`src/hdl/fpl_pkg.sv`:
```
// ----------------------------------------------------------------------------
// fpl_pkg
// Shared types and constants of the frame pacing limiter.
// ----------------------------------------------------------------------------
`default_nettype none

package fpl_pkg;

	// field widths
	localparam int SPEED_W  = 10;
	localparam int PERIOD_W = 20;
	localparam int COUNT_W  = 16;
	localparam int TIME_W   = 48;
	localparam int WAIT_W   = 31;
	localparam int ADJ_W    = 32;
	localparam int OP_W     = 3;

	// timing constants
	localparam int US_PER_SECOND = 1000000;
	localparam int LATE_LIMIT_US = 70000;
	localparam int DEFAULT_SPEED = 60;
	localparam int MID_BAND      = 15;
	localparam int STEP_HI       = 10;
	localparam int STEP_MID      = 5;
	localparam int STEP_LO       = 1;
	localparam int MAX_SPEED_DEF = 1000;
	localparam int RESET_PERIOD  = US_PER_SECOND / DEFAULT_SPEED;

	// event codes
	typedef enum logic [OP_W-1:0] {
		OP_FRAME      = 3'd0,
		OP_SPEED_UP   = 3'd1,
		OP_SPEED_DOWN = 3'd2,
		OP_SET_SPEED  = 3'd3,
		OP_RESTART    = 3'd4,
		OP_ADJUST     = 3'd5
	} op_t;

	// frame counting phase
	typedef enum logic [1:0] {
		PH_RUNNING,
		PH_SKIP,
		PH_RESYNC
	} phase_t;

	// controller states
	typedef enum logic [3:0] {
		ST_IDLE,
		ST_DECODE,
		ST_MUL,
		ST_DUE,
		ST_DIFF,
		ST_FINISH,
		ST_DIV_WAIT,
		ST_CFG_WAIT,
		ST_EMIT
	} ctrl_state_t;

	// datapath step commands
	typedef enum logic [2:0] {
		CMD_IDLE,
		CMD_LOAD,
		CMD_DECODE,
		CMD_MUL,
		CMD_DUE,
		CMD_DIFF,
		CMD_FINISH
	} dp_cmd_t;

	typedef struct packed {
		dp_cmd_t step;
		logic    in_ready;
		logic    emit;
	} ctrl_cmd_t;

	typedef struct packed {
		op_t  op;
		logic frame_skip;
		logic frame_short;
		logic div_done;
	} dp_stat_t;

endpackage

`default_nettype wire

```
`src/hdl/fpl_div.sv`:
```
// ----------------------------------------------------------------------------
// fpl_div
// Restoring divider: one million by the speed, one quotient bit per cycle.
// ----------------------------------------------------------------------------
`default_nettype none

module fpl_div (
	input  wire logic                            clk,
	input  wire logic                            arst_n,
	input  wire logic                            start,
	input  wire logic [fpl_pkg::SPEED_W-1:0]     divisor,
	output logic                                 done,
	output logic      [fpl_pkg::PERIOD_W-1:0]    quotient
);

	localparam int CNT_W = $clog2(fpl_pkg::PERIOD_W);

	logic                            busy_q;
	logic                            done_q;
	logic [CNT_W-1:0]                cnt_q;
	logic [fpl_pkg::PERIOD_W-1:0]    dvd_q;
	logic [fpl_pkg::SPEED_W-1:0]     dvs_q;
	logic [fpl_pkg::SPEED_W-1:0]     rem_q;
	logic [fpl_pkg::SPEED_W:0]       rem_sh;
	logic                            ge;

	// trial subtract of the shifted remainder
	always_comb begin
		rem_sh = {rem_q, dvd_q[fpl_pkg::PERIOD_W-1]};
		ge     = rem_sh >= {1'b0, dvs_q};
	end

	// iteration control
	always_ff @(posedge clk or negedge arst_n) begin
		if (!arst_n) begin
			busy_q <= 1'b0;
			done_q <= 1'b0;
			cnt_q  <= '0;
		end else begin
			done_q <= 1'b0;
			if (start) begin
				busy_q <= 1'b1;
				cnt_q  <= '0;
			end else if (busy_q) begin
				cnt_q <= cnt_q + 1'b1;
				if (cnt_q == CNT_W'(fpl_pkg::PERIOD_W - 1)) begin
					busy_q <= 1'b0;
					done_q <= 1'b1;
				end
			end
		end
	end

	// quotient bits shift in behind the dividend
	always_ff @(posedge clk) begin
		if (start) begin
			dvd_q <= fpl_pkg::PERIOD_W'(fpl_pkg::US_PER_SECOND);
			dvs_q <= divisor;
			rem_q <= '0;
		end else if (busy_q) begin
			rem_q <= ge ? fpl_pkg::SPEED_W'(rem_sh - {1'b0, dvs_q})
				: rem_sh[fpl_pkg::SPEED_W-1:0];
			dvd_q <= {dvd_q[fpl_pkg::PERIOD_W-2:0], ge};
		end
	end

	assign done     = done_q;
	assign quotient = dvd_q;

endmodule

`default_nettype wire

```
`src/hdl/fpl_dp.sv`:
```
// ----------------------------------------------------------------------------
// fpl_dp
// Pacer datapath: speed and period state, window bookkeeping, due time math.
// ----------------------------------------------------------------------------
`default_nettype none

module fpl_dp #(
	parameter int MAX_SPEED = fpl_pkg::MAX_SPEED_DEF
) (
	input  wire logic                               clk,
	input  wire logic                               arst_n,
	input  wire fpl_pkg::ctrl_cmd_t                 cmd,
	output fpl_pkg::dp_stat_t                       stat,
	input  wire logic                               cfg_wr,
	input  wire logic        [fpl_pkg::SPEED_W-1:0] cfg_hertz,
	input  wire logic        [fpl_pkg::OP_W-1:0]    op,
	input  wire logic        [fpl_pkg::TIME_W-1:0]  now_us,
	input  wire logic        [fpl_pkg::SPEED_W-1:0] speed_value,
	input  wire logic signed [fpl_pkg::ADJ_W-1:0]   adjust_us,
	output logic             [fpl_pkg::WAIT_W-1:0]  res_wait,
	output logic                                    res_done,
	output logic                                    res_valid,
	output logic             [fpl_pkg::COUNT_W-1:0] res_fps,
	output logic             [fpl_pkg::SPEED_W-1:0] res_speed
);

	localparam int SW   = fpl_pkg::SPEED_W;
	localparam int TW   = fpl_pkg::TIME_W;
	localparam int CW   = fpl_pkg::COUNT_W;
	localparam int PW   = fpl_pkg::PERIOD_W;
	localparam int WW   = fpl_pkg::WAIT_W;
	localparam int PRW  = PW + CW;
	localparam int DW   = TW + 1;
	localparam int XW   = TW + 2;
	localparam logic [SW-1:0] SPEED_MAX = SW'(MAX_SPEED);

	function automatic logic [SW-1:0] clamp_speed(input logic [SW:0] s);
		logic [SW-1:0] r;
		if (s == '0)
			r = SW'(1);
		else if (s > {1'b0, SPEED_MAX})
			r = SPEED_MAX;
		else
			r = s[SW-1:0];
		return r;
	endfunction

	// latched request
	fpl_pkg::op_t            op_q;
	logic [TW-1:0]           now_q;
	logic [SW-1:0]           req_q;
	logic [fpl_pkg::ADJ_W-1:0] adj_q;

	// pacer state
	logic [SW-1:0]           target_q;
	logic [PW-1:0]           period_q;
	logic [CW-1:0]           count_q;
	fpl_pkg::phase_t         phase_q;
	logic [TW-1:0]           start_q;

	// frame pipeline
	logic [PRW-1:0]          prod_s1;
	logic                    early_close_s1;
	logic [DW-1:0]           due_s2;
	logic [XW-1:0]           diff_s3;

	// result
	logic [WW-1:0]           wait_q;
	logic                    done_q;
	logic                    valid_q;
	logic [CW-1:0]           fps_q;

	logic                    div_start;
	logic [SW-1:0]           div_divisor;
	logic                    div_done;
	logic [PW-1:0]           div_quot;

	logic [CW-1:0]           count_new;
	logic [TW-1:0]           start_eff;
	logic [SW-1:0]           step;
	logic [SW-1:0]           speed_new;
	logic                    speed_op;
	logic                    early;
	logic [DW-1:0]           ahead;
	logic [WW-1:0]           wait_sat;
	logic                    close;
	logic [TW-1:0]           start_next;

	// frame count and window start seen by a frame
	always_comb begin
		if (phase_q == fpl_pkg::PH_RESYNC) begin
			count_new = CW'(1);
			start_eff = now_q;
		end else begin
			count_new = (count_q == '1) ? count_q : count_q + 1'b1;
			start_eff = start_q;
		end
	end

	// speed step by band and the new target speed
	always_comb begin
		if (target_q >= SW'(fpl_pkg::DEFAULT_SPEED))
			step = SW'(fpl_pkg::STEP_HI);
		else if (target_q >= SW'(fpl_pkg::MID_BAND))
			step = SW'(fpl_pkg::STEP_MID);
		else
			step = SW'(fpl_pkg::STEP_LO);
		speed_op = 1'b1;
		case (op_q)
			fpl_pkg::OP_SPEED_UP:
				speed_new = clamp_speed({1'b0, target_q} + {1'b0, step});
			fpl_pkg::OP_SPEED_DOWN:
				speed_new = (target_q > step) ? target_q - step : SW'(1);
			fpl_pkg::OP_SET_SPEED:
				speed_new = clamp_speed({1'b0, req_q});
			default: begin
				speed_new = target_q;
				speed_op  = 1'b0;
			end
		endcase
	end

	// divider start on a hertz write or a speed event
	always_comb begin
		div_start   = cfg_wr || (cmd.step == fpl_pkg::CMD_DECODE && speed_op);
		div_divisor = cfg_wr ? clamp_speed({1'b0, cfg_hertz}) : speed_new;
	end

	fpl_div u_div (
		.clk      (clk),
		.arst_n   (arst_n),
		.start    (div_start),
		.divisor  (div_divisor),
		.done     (div_done),
		.quotient (div_quot)
	);

	// early or late, and the window close decision
	always_comb begin
		early      = diff_s3[XW-1];
		ahead      = DW'(~diff_s3 + 1'b1);
		wait_sat   = (ahead > DW'({WW{1'b1}})) ? {WW{1'b1}} : ahead[WW-1:0];
		if (early) begin
			close      = early_close_s1;
			start_next = due_s2[TW-1:0];
		end else begin
			close      = diff_s3 > XW'(fpl_pkg::LATE_LIMIT_US);
			start_next = now_q;
		end
	end

	// pacer state registers
	always_ff @(posedge clk or negedge arst_n) begin
		if (!arst_n) begin
			target_q <= SW'(fpl_pkg::DEFAULT_SPEED);
			period_q <= PW'(fpl_pkg::RESET_PERIOD);
			count_q  <= '0;
			phase_q  <= fpl_pkg::PH_RUNNING;
			start_q  <= '0;
		end else begin
			if (div_done)
				period_q <= div_quot;
			if (cfg_wr) begin
				target_q <= div_divisor;
				count_q  <= '0;
				phase_q  <= fpl_pkg::PH_RUNNING;
			end else if (cmd.step == fpl_pkg::CMD_DECODE) begin
				case (op_q)
					fpl_pkg::OP_FRAME: begin
						if (phase_q == fpl_pkg::PH_SKIP) begin
							phase_q <= fpl_pkg::PH_RESYNC;
						end else begin
							phase_q <= fpl_pkg::PH_RUNNING;
							if (start_eff == '0) begin
								count_q <= '0;
								start_q <= now_q;
							end else begin
								count_q <= count_new;
								start_q <= start_eff;
							end
						end
					end
					fpl_pkg::OP_SPEED_UP, fpl_pkg::OP_SPEED_DOWN,
					fpl_pkg::OP_SET_SPEED: begin
						target_q <= speed_new;
						count_q  <= '0;
						phase_q  <= fpl_pkg::PH_RUNNING;
					end
					fpl_pkg::OP_RESTART:
						phase_q <= fpl_pkg::PH_SKIP;
					fpl_pkg::OP_ADJUST:
						start_q <= start_q + {{(TW - fpl_pkg::ADJ_W){adj_q[fpl_pkg::ADJ_W-1]}},
							adj_q};
					default: ;
				endcase
			end else if (cmd.step == fpl_pkg::CMD_FINISH && close) begin
				count_q <= '0;
				start_q <= start_next;
			end
		end
	end

	// request latch, frame pipeline and result
	always_ff @(posedge clk) begin
		case (cmd.step)
			fpl_pkg::CMD_LOAD: begin
				op_q  <= fpl_pkg::op_t'(op);
				now_q <= now_us;
				req_q <= speed_value;
				adj_q <= adjust_us;
			end
			fpl_pkg::CMD_DECODE: begin
				wait_q  <= '0;
				valid_q <= 1'b0;
				fps_q   <= '0;
				done_q  <= (op_q == fpl_pkg::OP_FRAME) && (phase_q != fpl_pkg::PH_SKIP)
					&& (start_eff == '0);
			end
			fpl_pkg::CMD_MUL: begin
				prod_s1        <= PRW'(period_q * count_q);
				early_close_s1 <= (now_q < start_q)
					|| ((now_q - start_q) >= TW'(fpl_pkg::US_PER_SECOND));
			end
			fpl_pkg::CMD_DUE:
				due_s2 <= {1'b0, start_q} + DW'(prod_s1);
			fpl_pkg::CMD_DIFF:
				diff_s3 <= {2'b00, now_q} - {1'b0, due_s2};
			fpl_pkg::CMD_FINISH: begin
				wait_q <= early ? wait_sat : '0;
				if (close) begin
					fps_q   <= count_q;
					valid_q <= 1'b1;
					done_q  <= 1'b1;
				end
			end
			default: ;
		endcase
	end

	// status to the controller
	always_comb begin
		stat.op          = op_q;
		stat.frame_skip  = phase_q == fpl_pkg::PH_SKIP;
		stat.frame_short = start_eff == '0;
		stat.div_done    = div_done;
	end

	assign res_wait  = wait_q;
	assign res_done  = done_q;
	assign res_valid = valid_q;
	assign res_fps   = fps_q;
	assign res_speed = target_q;

endmodule

`default_nettype wire

```
`src/hdl/fpl_ctrl.sv`:
```
// ----------------------------------------------------------------------------
// fpl_ctrl
// Sequencer for one request: decode, frame math steps, divider wait, emit.
// ----------------------------------------------------------------------------
`default_nettype none

module fpl_ctrl (
	input  wire logic               clk,
	input  wire logic               arst_n,
	input  wire logic               in_valid,
	input  wire logic               cfg_wr,
	input  wire logic               out_free,
	input  wire fpl_pkg::dp_stat_t  stat,
	output fpl_pkg::ctrl_cmd_t      cmd
);

	fpl_pkg::ctrl_state_t state_q;
	fpl_pkg::ctrl_state_t state_nxt;

	// state register
	always_ff @(posedge clk or negedge arst_n) begin
		if (!arst_n)
			state_q <= fpl_pkg::ST_IDLE;
		else
			state_q <= state_nxt;
	end

	// next state
	always_comb begin
		state_nxt = state_q;
		case (state_q)
			fpl_pkg::ST_IDLE: begin
				if (cfg_wr)
					state_nxt = fpl_pkg::ST_CFG_WAIT;
				else if (in_valid)
					state_nxt = fpl_pkg::ST_DECODE;
			end
			fpl_pkg::ST_DECODE: begin
				case (stat.op)
					fpl_pkg::OP_FRAME:
						state_nxt = (stat.frame_skip || stat.frame_short)
							? fpl_pkg::ST_EMIT : fpl_pkg::ST_MUL;
					fpl_pkg::OP_SPEED_UP, fpl_pkg::OP_SPEED_DOWN,
					fpl_pkg::OP_SET_SPEED:
						state_nxt = fpl_pkg::ST_DIV_WAIT;
					default:
						state_nxt = fpl_pkg::ST_EMIT;
				endcase
			end
			fpl_pkg::ST_MUL:    state_nxt = fpl_pkg::ST_DUE;
			fpl_pkg::ST_DUE:    state_nxt = fpl_pkg::ST_DIFF;
			fpl_pkg::ST_DIFF:   state_nxt = fpl_pkg::ST_FINISH;
			fpl_pkg::ST_FINISH: state_nxt = fpl_pkg::ST_EMIT;
			fpl_pkg::ST_DIV_WAIT: begin
				if (stat.div_done)
					state_nxt = fpl_pkg::ST_EMIT;
			end
			fpl_pkg::ST_CFG_WAIT: begin
				if (stat.div_done)
					state_nxt = fpl_pkg::ST_IDLE;
			end
			fpl_pkg::ST_EMIT: begin
				if (out_free)
					state_nxt = fpl_pkg::ST_IDLE;
			end
			default: state_nxt = fpl_pkg::ST_IDLE;
		endcase
	end

	// outputs
	always_comb begin
		cmd.step     = fpl_pkg::CMD_IDLE;
		cmd.in_ready = 1'b0;
		cmd.emit     = 1'b0;
		case (state_q)
			fpl_pkg::ST_IDLE: begin
				cmd.in_ready = !cfg_wr;
				if (!cfg_wr && in_valid)
					cmd.step = fpl_pkg::CMD_LOAD;
			end
			fpl_pkg::ST_DECODE: cmd.step = fpl_pkg::CMD_DECODE;
			fpl_pkg::ST_MUL:    cmd.step = fpl_pkg::CMD_MUL;
			fpl_pkg::ST_DUE:    cmd.step = fpl_pkg::CMD_DUE;
			fpl_pkg::ST_DIFF:   cmd.step = fpl_pkg::CMD_DIFF;
			fpl_pkg::ST_FINISH: cmd.step = fpl_pkg::CMD_FINISH;
			fpl_pkg::ST_EMIT:   cmd.emit = out_free;
			default: ;
		endcase
	end

endmodule

`default_nettype wire

```
`src/hdl/frame_pacing_limiter.sv`:
```
// ----------------------------------------------------------------------------
// frame_pacing_limiter
// Frame-rate pacer: wait time per frame, window frame counts, speed control.
//
//   channel  direction  handshake              payload
//   in       sink       in_valid / in_stall    op, now_us, speed_value, adjust_us
//   out      source     out_valid / out_stall  wait_us, window_done, fps_valid,
//                                              fps, speed
//   apb      slave      psel / penable         paddr, pwdata, prdata (hertz)
//
// One request at a time. A counted frame reaches the result register through
// decode, multiply, due add, difference, finish and emit; other events pass
// decode and emit, speed events also wait for the period from the bit-serial
// divider (20 iterations). A hertz write keeps the input stalled while the
// divider runs. Reset loads 60 Hz and its period directly. The result
// register frees the sequencer; a stalled result blocks the next emit only.
// ----------------------------------------------------------------------------
`default_nettype none

module frame_pacing_limiter #(
	parameter int MAX_SPEED = fpl_pkg::MAX_SPEED_DEF
) (
	input  wire logic                                clk,
	input  wire logic                                arst_n,
	// input request channel
	input  wire logic                                in_valid,
	output logic                                     in_stall,
	input  wire logic        [fpl_pkg::OP_W-1:0]     op,
	input  wire logic        [fpl_pkg::TIME_W-1:0]   now_us,
	input  wire logic        [fpl_pkg::SPEED_W-1:0]  speed_value,
	input  wire logic signed [fpl_pkg::ADJ_W-1:0]    adjust_us,
	// result channel
	output logic                                     out_valid,
	input  wire logic                                out_stall,
	output logic             [fpl_pkg::WAIT_W-1:0]   wait_us,
	output logic                                     window_done,
	output logic                                     fps_valid,
	output logic             [fpl_pkg::COUNT_W-1:0]  fps,
	output logic             [fpl_pkg::SPEED_W-1:0]  speed,
	// configuration port
	input  wire logic                                psel,
	input  wire logic                                penable,
	input  wire logic                                pwrite,
	input  wire logic        [2:0]                   paddr,
	input  wire logic        [31:0]                  pwdata,
	output logic             [31:0]                  prdata,
	output logic                                     pready
);

	localparam int SW = fpl_pkg::SPEED_W;

	logic [SW-1:0]                 hertz_q;
	logic                          cfg_wr;
	logic                          out_valid_q;
	logic                          out_free;
	fpl_pkg::ctrl_cmd_t            cmd;
	fpl_pkg::dp_stat_t             stat;
	logic [fpl_pkg::WAIT_W-1:0]    res_wait;
	logic                          res_done;
	logic                          res_valid;
	logic [fpl_pkg::COUNT_W-1:0]   res_fps;
	logic [SW-1:0]                 res_speed;
	logic [fpl_pkg::WAIT_W-1:0]    wait_q;
	logic                          done_q;
	logic                          valid_q;
	logic [fpl_pkg::COUNT_W-1:0]   fps_q;
	logic [SW-1:0]                 speed_q;

	// register file: hertz at byte addresses zero to three
	assign pready = 1'b1;
	assign cfg_wr = psel && penable && pwrite && pready && !paddr[2];
	assign prdata = paddr[2] ? 32'd0 : {{(32 - SW){1'b0}}, hertz_q};

	always_ff @(posedge clk or negedge arst_n) begin
		if (!arst_n)
			hertz_q <= SW'(fpl_pkg::DEFAULT_SPEED);
		else if (cfg_wr)
			hertz_q <= pwdata[SW-1:0];
	end

	fpl_ctrl u_ctrl (
		.clk      (clk),
		.arst_n   (arst_n),
		.in_valid (in_valid),
		.cfg_wr   (cfg_wr),
		.out_free (out_free),
		.stat     (stat),
		.cmd      (cmd)
	);

	fpl_dp #(
		.MAX_SPEED (MAX_SPEED)
	) u_dp (
		.clk         (clk),
		.arst_n      (arst_n),
		.cmd         (cmd),
		.stat        (stat),
		.cfg_wr      (cfg_wr),
		.cfg_hertz   (pwdata[SW-1:0]),
		.op          (op),
		.now_us      (now_us),
		.speed_value (speed_value),
		.adjust_us   (adjust_us),
		.res_wait    (res_wait),
		.res_done    (res_done),
		.res_valid   (res_valid),
		.res_fps     (res_fps),
		.res_speed   (res_speed)
	);

	assign in_stall = !cmd.in_ready;

	// result register
	assign out_free = !out_valid_q || !out_stall;

	always_ff @(posedge clk or negedge arst_n) begin
		if (!arst_n)
			out_valid_q <= 1'b0;
		else if (cmd.emit)
			out_valid_q <= 1'b1;
		else if (!out_stall)
			out_valid_q <= 1'b0;
	end

	always_ff @(posedge clk) begin
		if (cmd.emit) begin
			wait_q  <= res_wait;
			done_q  <= res_done;
			valid_q <= res_valid;
			fps_q   <= res_fps;
			speed_q <= res_speed;
		end
	end

	assign out_valid   = out_valid_q;
	assign wait_us     = wait_q;
	assign window_done = done_q;
	assign fps_valid   = valid_q;
	assign fps         = fps_q;
	assign speed       = speed_q;

endmodule

`default_nettype wire

```
`config.mk`:
```
export PLATFORM = sky130hd
export DESIGN_NAME = frame_pacing_limiter
export DESIGN_NICKNAME = d
export VERILOG_FILES = /design/src/hdl/fpl_pkg.sv /design/src/hdl/fpl_div.sv /design/src/hdl/fpl_dp.sv /design/src/hdl/fpl_ctrl.sv /design/src/hdl/frame_pacing_limiter.sv
export SDC_FILE = /design/constraint.sdc
export NUM_CORES = 2
export LEC_CHECK = 0
export BUFFER_PORTS_ARGS = -buffer_cell sky130_fd_sc_hd__buf_2
export CORE_UTILIZATION = 59
export CTS_BUF_LIST = sky130_fd_sc_hd__clkbuf_16
export DETAILED_ROUTE_END_ITERATION = 10
export PLACE_DENSITY = 0.77
export SYNTH_ARGS = -nofsm -noshare
export SYNTH_HDL_FRONTEND = slang
export SYNTH_SLANG_ARGS = --single-unit
```
`constraint.sdc`:
```
create_clock -name clk -period 18 [get_ports clk]
set_input_delay 0.9 -clock clk [delete_from_list [all_inputs] [get_ports clk]]
set_output_delay 0.9 -clock clk [all_outputs]
set_load 0.01 [all_outputs]
```
## After elaboration in Yosys (flattened, before gate mapping)

Index checks and enable logic that the tools add are counted.

| word-level totals | value |
|---|---|
| bits in registers | 495 |
| bits of input ports | 135 |
| output and inout port bits | 94 |
| logic and storage cells | 194 |

| operators by class | value |
|---|---|
| $add $sub $neg | 10 |
| $mul | 1 |
| $lt $le $gt $ge | 11 |
| equal/unequal tests | 35 |
| muxes and demuxes | 67 |
| bitwise gates (word level) | 2 |
| reductions and logical operators | 37 |

Operators with widths:

| operator | number |
|---|---|
| $mux 48 | 6 |
| $mux 10 | 14 |
| $mux 16 | 8 |
| $pmux 48 s2 | 1 |
| $pmux 16 s2 | 2 |
| $mux 31 | 2 |
| $pmux 31 s2 | 1 |
| $gt 50x17->1 const B | 1 |
| $sub 48x49->50 | 1 |
| $add 48x36->49 | 1 |
| $add 49x1->49 const B | 1 |
| $gt 49x31->1 const B | 1 |
| $not 49->49 | 1 |
| $add 48x48->48 | 1 |
| $ge 48x20->1 const B | 1 |
| $logic_not 48->1 | 1 |
| $lt 48x48->1 | 1 |
| $sub 48x48->48 | 1 |
| $mul 20x16->36 | 1 |
| $pmux 4 s9 | 1 |
| $pmux 10 s3 | 1 |
| $mux 4 | 6 |
| $gt 10x10->1 const B | 2 |
| $logic_not 10->1 | 2 |
| other kinds (46) | 105 |

## Depth between registers and ports, before layout

| logic depth | value |
|---|---|
| word-level depth | 12 |
| mapped depth | 28 |
| gate-level depth less buffers | 26 |

## Hierarchy

A second synthesis with hierarchy kept.

| second synthesis, totals | value |
|---|---|
| cell total of the unflattened synthesis | 4555 |
| area, all modules | 42897.4 µm² |

Modules (own cells, without submodules):

| module | times used | cells each | area an instance (µm²) | sequential area each (µm²) |
|---|---|---|---|---|
| fpl_dp | 1 | 4143 | 37624.8 | 10761.6 |
| frame_pacing_limiter | 1 | 122 | 2497.4 | 2052.0 |
| fpl_div | 1 | 247 | 2417.3 | 1076.0 |
| fpl_ctrl | 1 | 43 | 357.8 | 100.1 |

## Worst setup path before layout

No wires, ideal clock.

| timing | value |
|---|---|
| path type | register -> register |
| start point | reg u_dp.count_q[7] |
| end point | reg u_dp.prod_s1[35] (data pin) |
| setup time | 0.260 ns |
| arrival | 6.508 ns |
| data required time | 17.740 ns |
| setup slack | 11.232 ns |
| stages on the path, launching flop included | 27 |
| buffers on the path | 2 |
| clock period less this slack | 6.768 ns |
| path through | dfrtp_1 > clkbuf_1 > buf_1 > nand2_1 > fa_1 > inv_1 > fa_1 > inv_1 > fa_1 > inv_1 > fa_1 > fa_1 > inv_1 > fa_1 > inv_1 > ha_1 > a21oi_1 > o21ai_0 > a32oi_1 > nand3_1 > o311a_1 > o41ai_1 > o21ai_1 > or4_1 > a31o_2 > a21oi_1 > xnor2_1 |

| between the ends | value |
|---|---|
| word-level cells in the longest chain between the ends | 1 |

RTL lines:

| item | RTL line | RTL |
|---|---|---|
| start, declared | fpl_dp.sv:57 | `logic [CW-1:0] count_q;` |
| start signal, assigned | fpl_dp.sv:178 | `count_q <= count_new;` |
| $mul 20x16->36 | fpl_dp.sv:220 | `prod_s1 <= PRW'(period_q * count_q);` |
| end signal, assigned | fpl_dp.sv:220 |  |
| end, declared | fpl_dp.sv:62 | `logic [PRW-1:0] prod_s1;` |

No other way between the ends.
A chain may end at the register's enable or synchronous reset.

## Worst setup path after layout

| timing | value |
|---|---|
| start point | reg u_dp.count_q[9] |
| end point | reg u_dp.prod_s1[35] (data pin) |

The elaborated chain is that of the path after synthesis.

==> results by group <==
Run status
  – Outcome: complete, no violations

Clock tree
  – CTS tree: built
  – Clock Latency Late Sink: 0.65 ns
  – Worst-path clk slew: 0.06 ns
  – Post-CTS Setup Inserts: 0
  – Max Root-Sink Buffers: 3
  – Hold buffer count at cts: 0
  – CTS Sinks: 495
  – PostCTS Resize Cnt: 0
  – Num CTS Buffers: 54
  – H-tree levels: 2
  – Clock root cell: clkbuf_16

Floorplan
  – Die width: 270 um
  – CORE AREA: 70,500 um2
  – Row count: 97
  – Die Span Y: 270 um
  – Die area: 72,900 um2
  – Ports: 229
  – Initial core utilization: 60.1%

Power and ir drop
  – Int Power: 3.63 mW
  – Logic gate share of total power: 50.4%
  – Sequential power share: 33.0%
  – Cell Pwr Density: 146 nW/um2
  – Psw: 3.04 mW
  – Sw frac: 45.6%
  – VDD IR max: 0.000106 V
  – Clk network pwr share: 16.6%
  – P_leak: 20.3 nW
  – Power after layout: 6.67 mW

Cells and area
  – Area grow syn2layout: 7.75%
  – Design area: 45,700 um2
  – Reg area: 14,000 um2
  – FILL cells: 5,730
  – Nets@finish: 5,280
  – Multi-input gate area: 25,800 um2
  – Final Util: 64.7%
  – Layout cells sized above 1: 9.19%

Critical path
  – Critical R2R Launch: u_dp.count_q[9]
  – CP Launch Type: flip-flop
  – Critical Path AT: 8.16 ns
  – Setup Crit Path Kind: reg -> reg
  – CP endpoint kind: flip-flop
  – WP data required: 18.39 ns
  – Crit Path Max Fanout: 24
  – R2R depth: 24
  – Reg2reg end: u_dp.prod_s1[35]
  – R2r setup slk: 10.23 ns

Detailed routing
  – Drt pass-1 iters: 7
  – 1st-iter DRT viols: 3,347
  – Via density: 6.15
  – DRC: 0
  – DRT Wirelength: 115,000 um
  – Final ANT Viol Nets: 0
  – Routed vias: 34,200
  – DR WL/cell: 20.6 um

Yosys
  – Synth top area share: 24.6%
  – Register area share after synthesis: 33.0%
  – Most common cell in the synthesized netlist: inv_1
  – EDFF count, synth: 347
  – Post-synthesis cell area: 42,400 um2
  – YS warnings: 0
  – Cell taking the most area after synthesis: edfxtp_1
  – Main synth FF type: edfxtp_1
  – Post-synth cell types: 101
  – Asr flop ratio synth: 23.8%
  – Syn avg cell area: 9.41 um2
  – Ranking of synthesized cells by area: edfxtp_1, fa_1, ha_1
  – Commonest cells post-synth: inv_1, nand2_1, edfxtp_1, ha_1, nor2_1
  – Cell count after synthesis: 4,501
  – FF+latch count, synth: 495

Global routing
  – Number of global-route vias before repair: 33,000
  – Initial antenna violation count: 2
  – Largest net degree at the start of global routing: 78
  – Tot GR Track Use: 31.3%
  – First-pass GRT wire length: 181,000 um
  – Remaining global-route overflow: 0

Timing
  – Pins Over Slew Limit: 0
  – Worst clock skew: 0.0401 ns
  – RSZ-0062 raised after global routing: no
  – Endpoints failing setup: 0
  – Slew margin rel.: 20.6%
  – TNS Setup: 0 ns
  – Worst-margin pin slew: 1.19 ns
  – Final Hold Fails: 0
  – Fin crit share: 43.2%
  – Min Tclk post-route: 7.77 ns
  – FMAX: 129 MHz

Place
  – DP Area: 43,900 um2
  – GP Congestion: 0.982
  – I/O Buffers: 181
  – Detailed Place HPWL: 85,100 um

Hold path
  – Worst Hold Class: in -> async

Job
  – Max_cap viols: 0
## flip-flops by register name, summed over array words and instances, names as in the netlist, 20 cells and up
register	count
u_dp.period_q	20
u_dp.now_q	48
u_dp.adj_q	32
u_dp.u_div.quotient	20
u_dp.start_q	48
u_dp.res_wait	31
u_dp.due_s2	49
u_dp.prod_s1	36
wait_us	31
u_dp.diff_s3	50
## power groups by stage
stage | Sequential, mW | Clock [mW] | Combinational, mW
2_1_floorplan | 1.90 | 0 | 2.64
3_3_place_gp | 2.18 | 0 | 3.22
3_5_place_dp | 2.19 | 0 | 3.27
4_1_cts | 2.17 | 1.12 | 3.30
5_1_grt | 2.22 | 1.16 | 3.71
6_report | 2.20 | 1.11 | 3.36
## final cells by class
| cell class | instances | share of cell area, % |
|---|---|---|
| clock inverters | 46 | 0.866 |
| clock buffers | 55 | 3.01 |
| inverters | 465 | 3.82 |
| flip-flops and latches | 495 | 30.6 |
| repair buffers | 214 | 2.53 |
| multi-input cells | 3348 | 56.5 |
| diodes | 2 | 0.0110 |
| well taps | 940 | 2.58 |
## kinds of logic after synthesis
logic type                 Yosys count  synth area share, %
AOI/OAI and AO/OA                 1042                 16.0
DFF                                495                 33.0
muxes                              102                 2.49
other                                2               0.0177
and+or+nand+nor                   1376                 15.8
xor gates and xnor gates           238                 4.94
adders and majority gates          567                 21.3
buffers and inverters              679                 6.37
## placed cells by master (no fill, tap or decap), types with 28 or more instances in the layout
cell type,Yosys,layout
dfxtp_1,30,30
dfrtp_1,105,104
a211oi_1,41,41
ha_1,310,310
nand2b_1,37,37
a31oi_1,31,31
a21o_1,103,103
clkbuf_16,0,55
o21ai_1,32,32
o211ai_1,32,32
o21bai_1,32,32
edfxtp_1,347,347
xnor2_1,149,149
nor4_1,56,56
nor2b_1,54,54
o21a_1,49,49
o21ai_0,200,200
mux2i_1,76,76
buf_2,14,180
o31ai_1,28,28
nor2_1,307,304
fa_1,257,257
buf_4,25,34
nand3_1,74,74
inv_1,463,474
and2_1,180,179
nand4_1,46,46
xor2_1,88,88
nand2_1,442,440
a21oi_1,285,284
nor3_1,70,68
a21oi_2,32,32
## worst max-delay path, cell delays in order (launching register included)
cell     delay (ns)
dfrtp_1        1.00
nand2_1        0.19
fa_1           0.60
inv_1          0.06
fa_1           0.50
inv_1          0.05
fa_1           0.49
inv_1          0.06
fa_1           0.52
fa_1           0.55
inv_1          0.06
fa_1           0.54
inv_1          0.05
ha_1           0.35
a21oi_1        0.17
o21ai_0        0.12
a32oi_1        0.19
nand3_1        0.17
o311a_1        0.35
o41ai_1        0.38
o21ai_1        0.18
or4_1          0.44
a31o_2         0.25
a21oi_1        0.16
xnor2_1        0.08
## metrics by stage
stage          setup WS (ns)  hold slack (ns)  instances
6_report               10.23            0.257       5565
2_1_floorplan          11.23            0.400       4522
5_1_grt                 9.84            0.277       5564
3_3_place_gp           10.43            0.401       5462
4_1_cts                10.27            0.242       5563
3_5_place_dp           10.30            0.405       5462
## layer usage
metal / vias up / share of wire (%) / global-route usage [%]
met5: - / 0.0079 / 0
met4: 2 / 3.6 / 12.0
met3: 270 / 9.2 / 5.35
met2: 1526 / 45 / 48.2
met1: 16600 / 43 / 44.3
li1: 15800 / - / -
## worst max path at each step
stage / from / to / slack, ns / cells past startpoint
finish: u_dp.count_q[9] / u_dp.prod_s1[35] / 10.23 / 24
global route: u_dp.count_q[9] / u_dp.prod_s1[35] / 9.84 / 24
CTS: u_dp.count_q[9] / u_dp.prod_s1[35] / 10.27 / 24
detailed placement: u_dp.count_q[9] / u_dp.prod_s1[35] / 10.30 / 24
global placement: u_dp.count_q[9] / u_dp.prod_s1[35] / 10.43 / 24
floorplan: u_dp.count_q[7] / u_dp.prod_s1[35] / 11.23 / 26
Power figures use the tool's default switching activity.
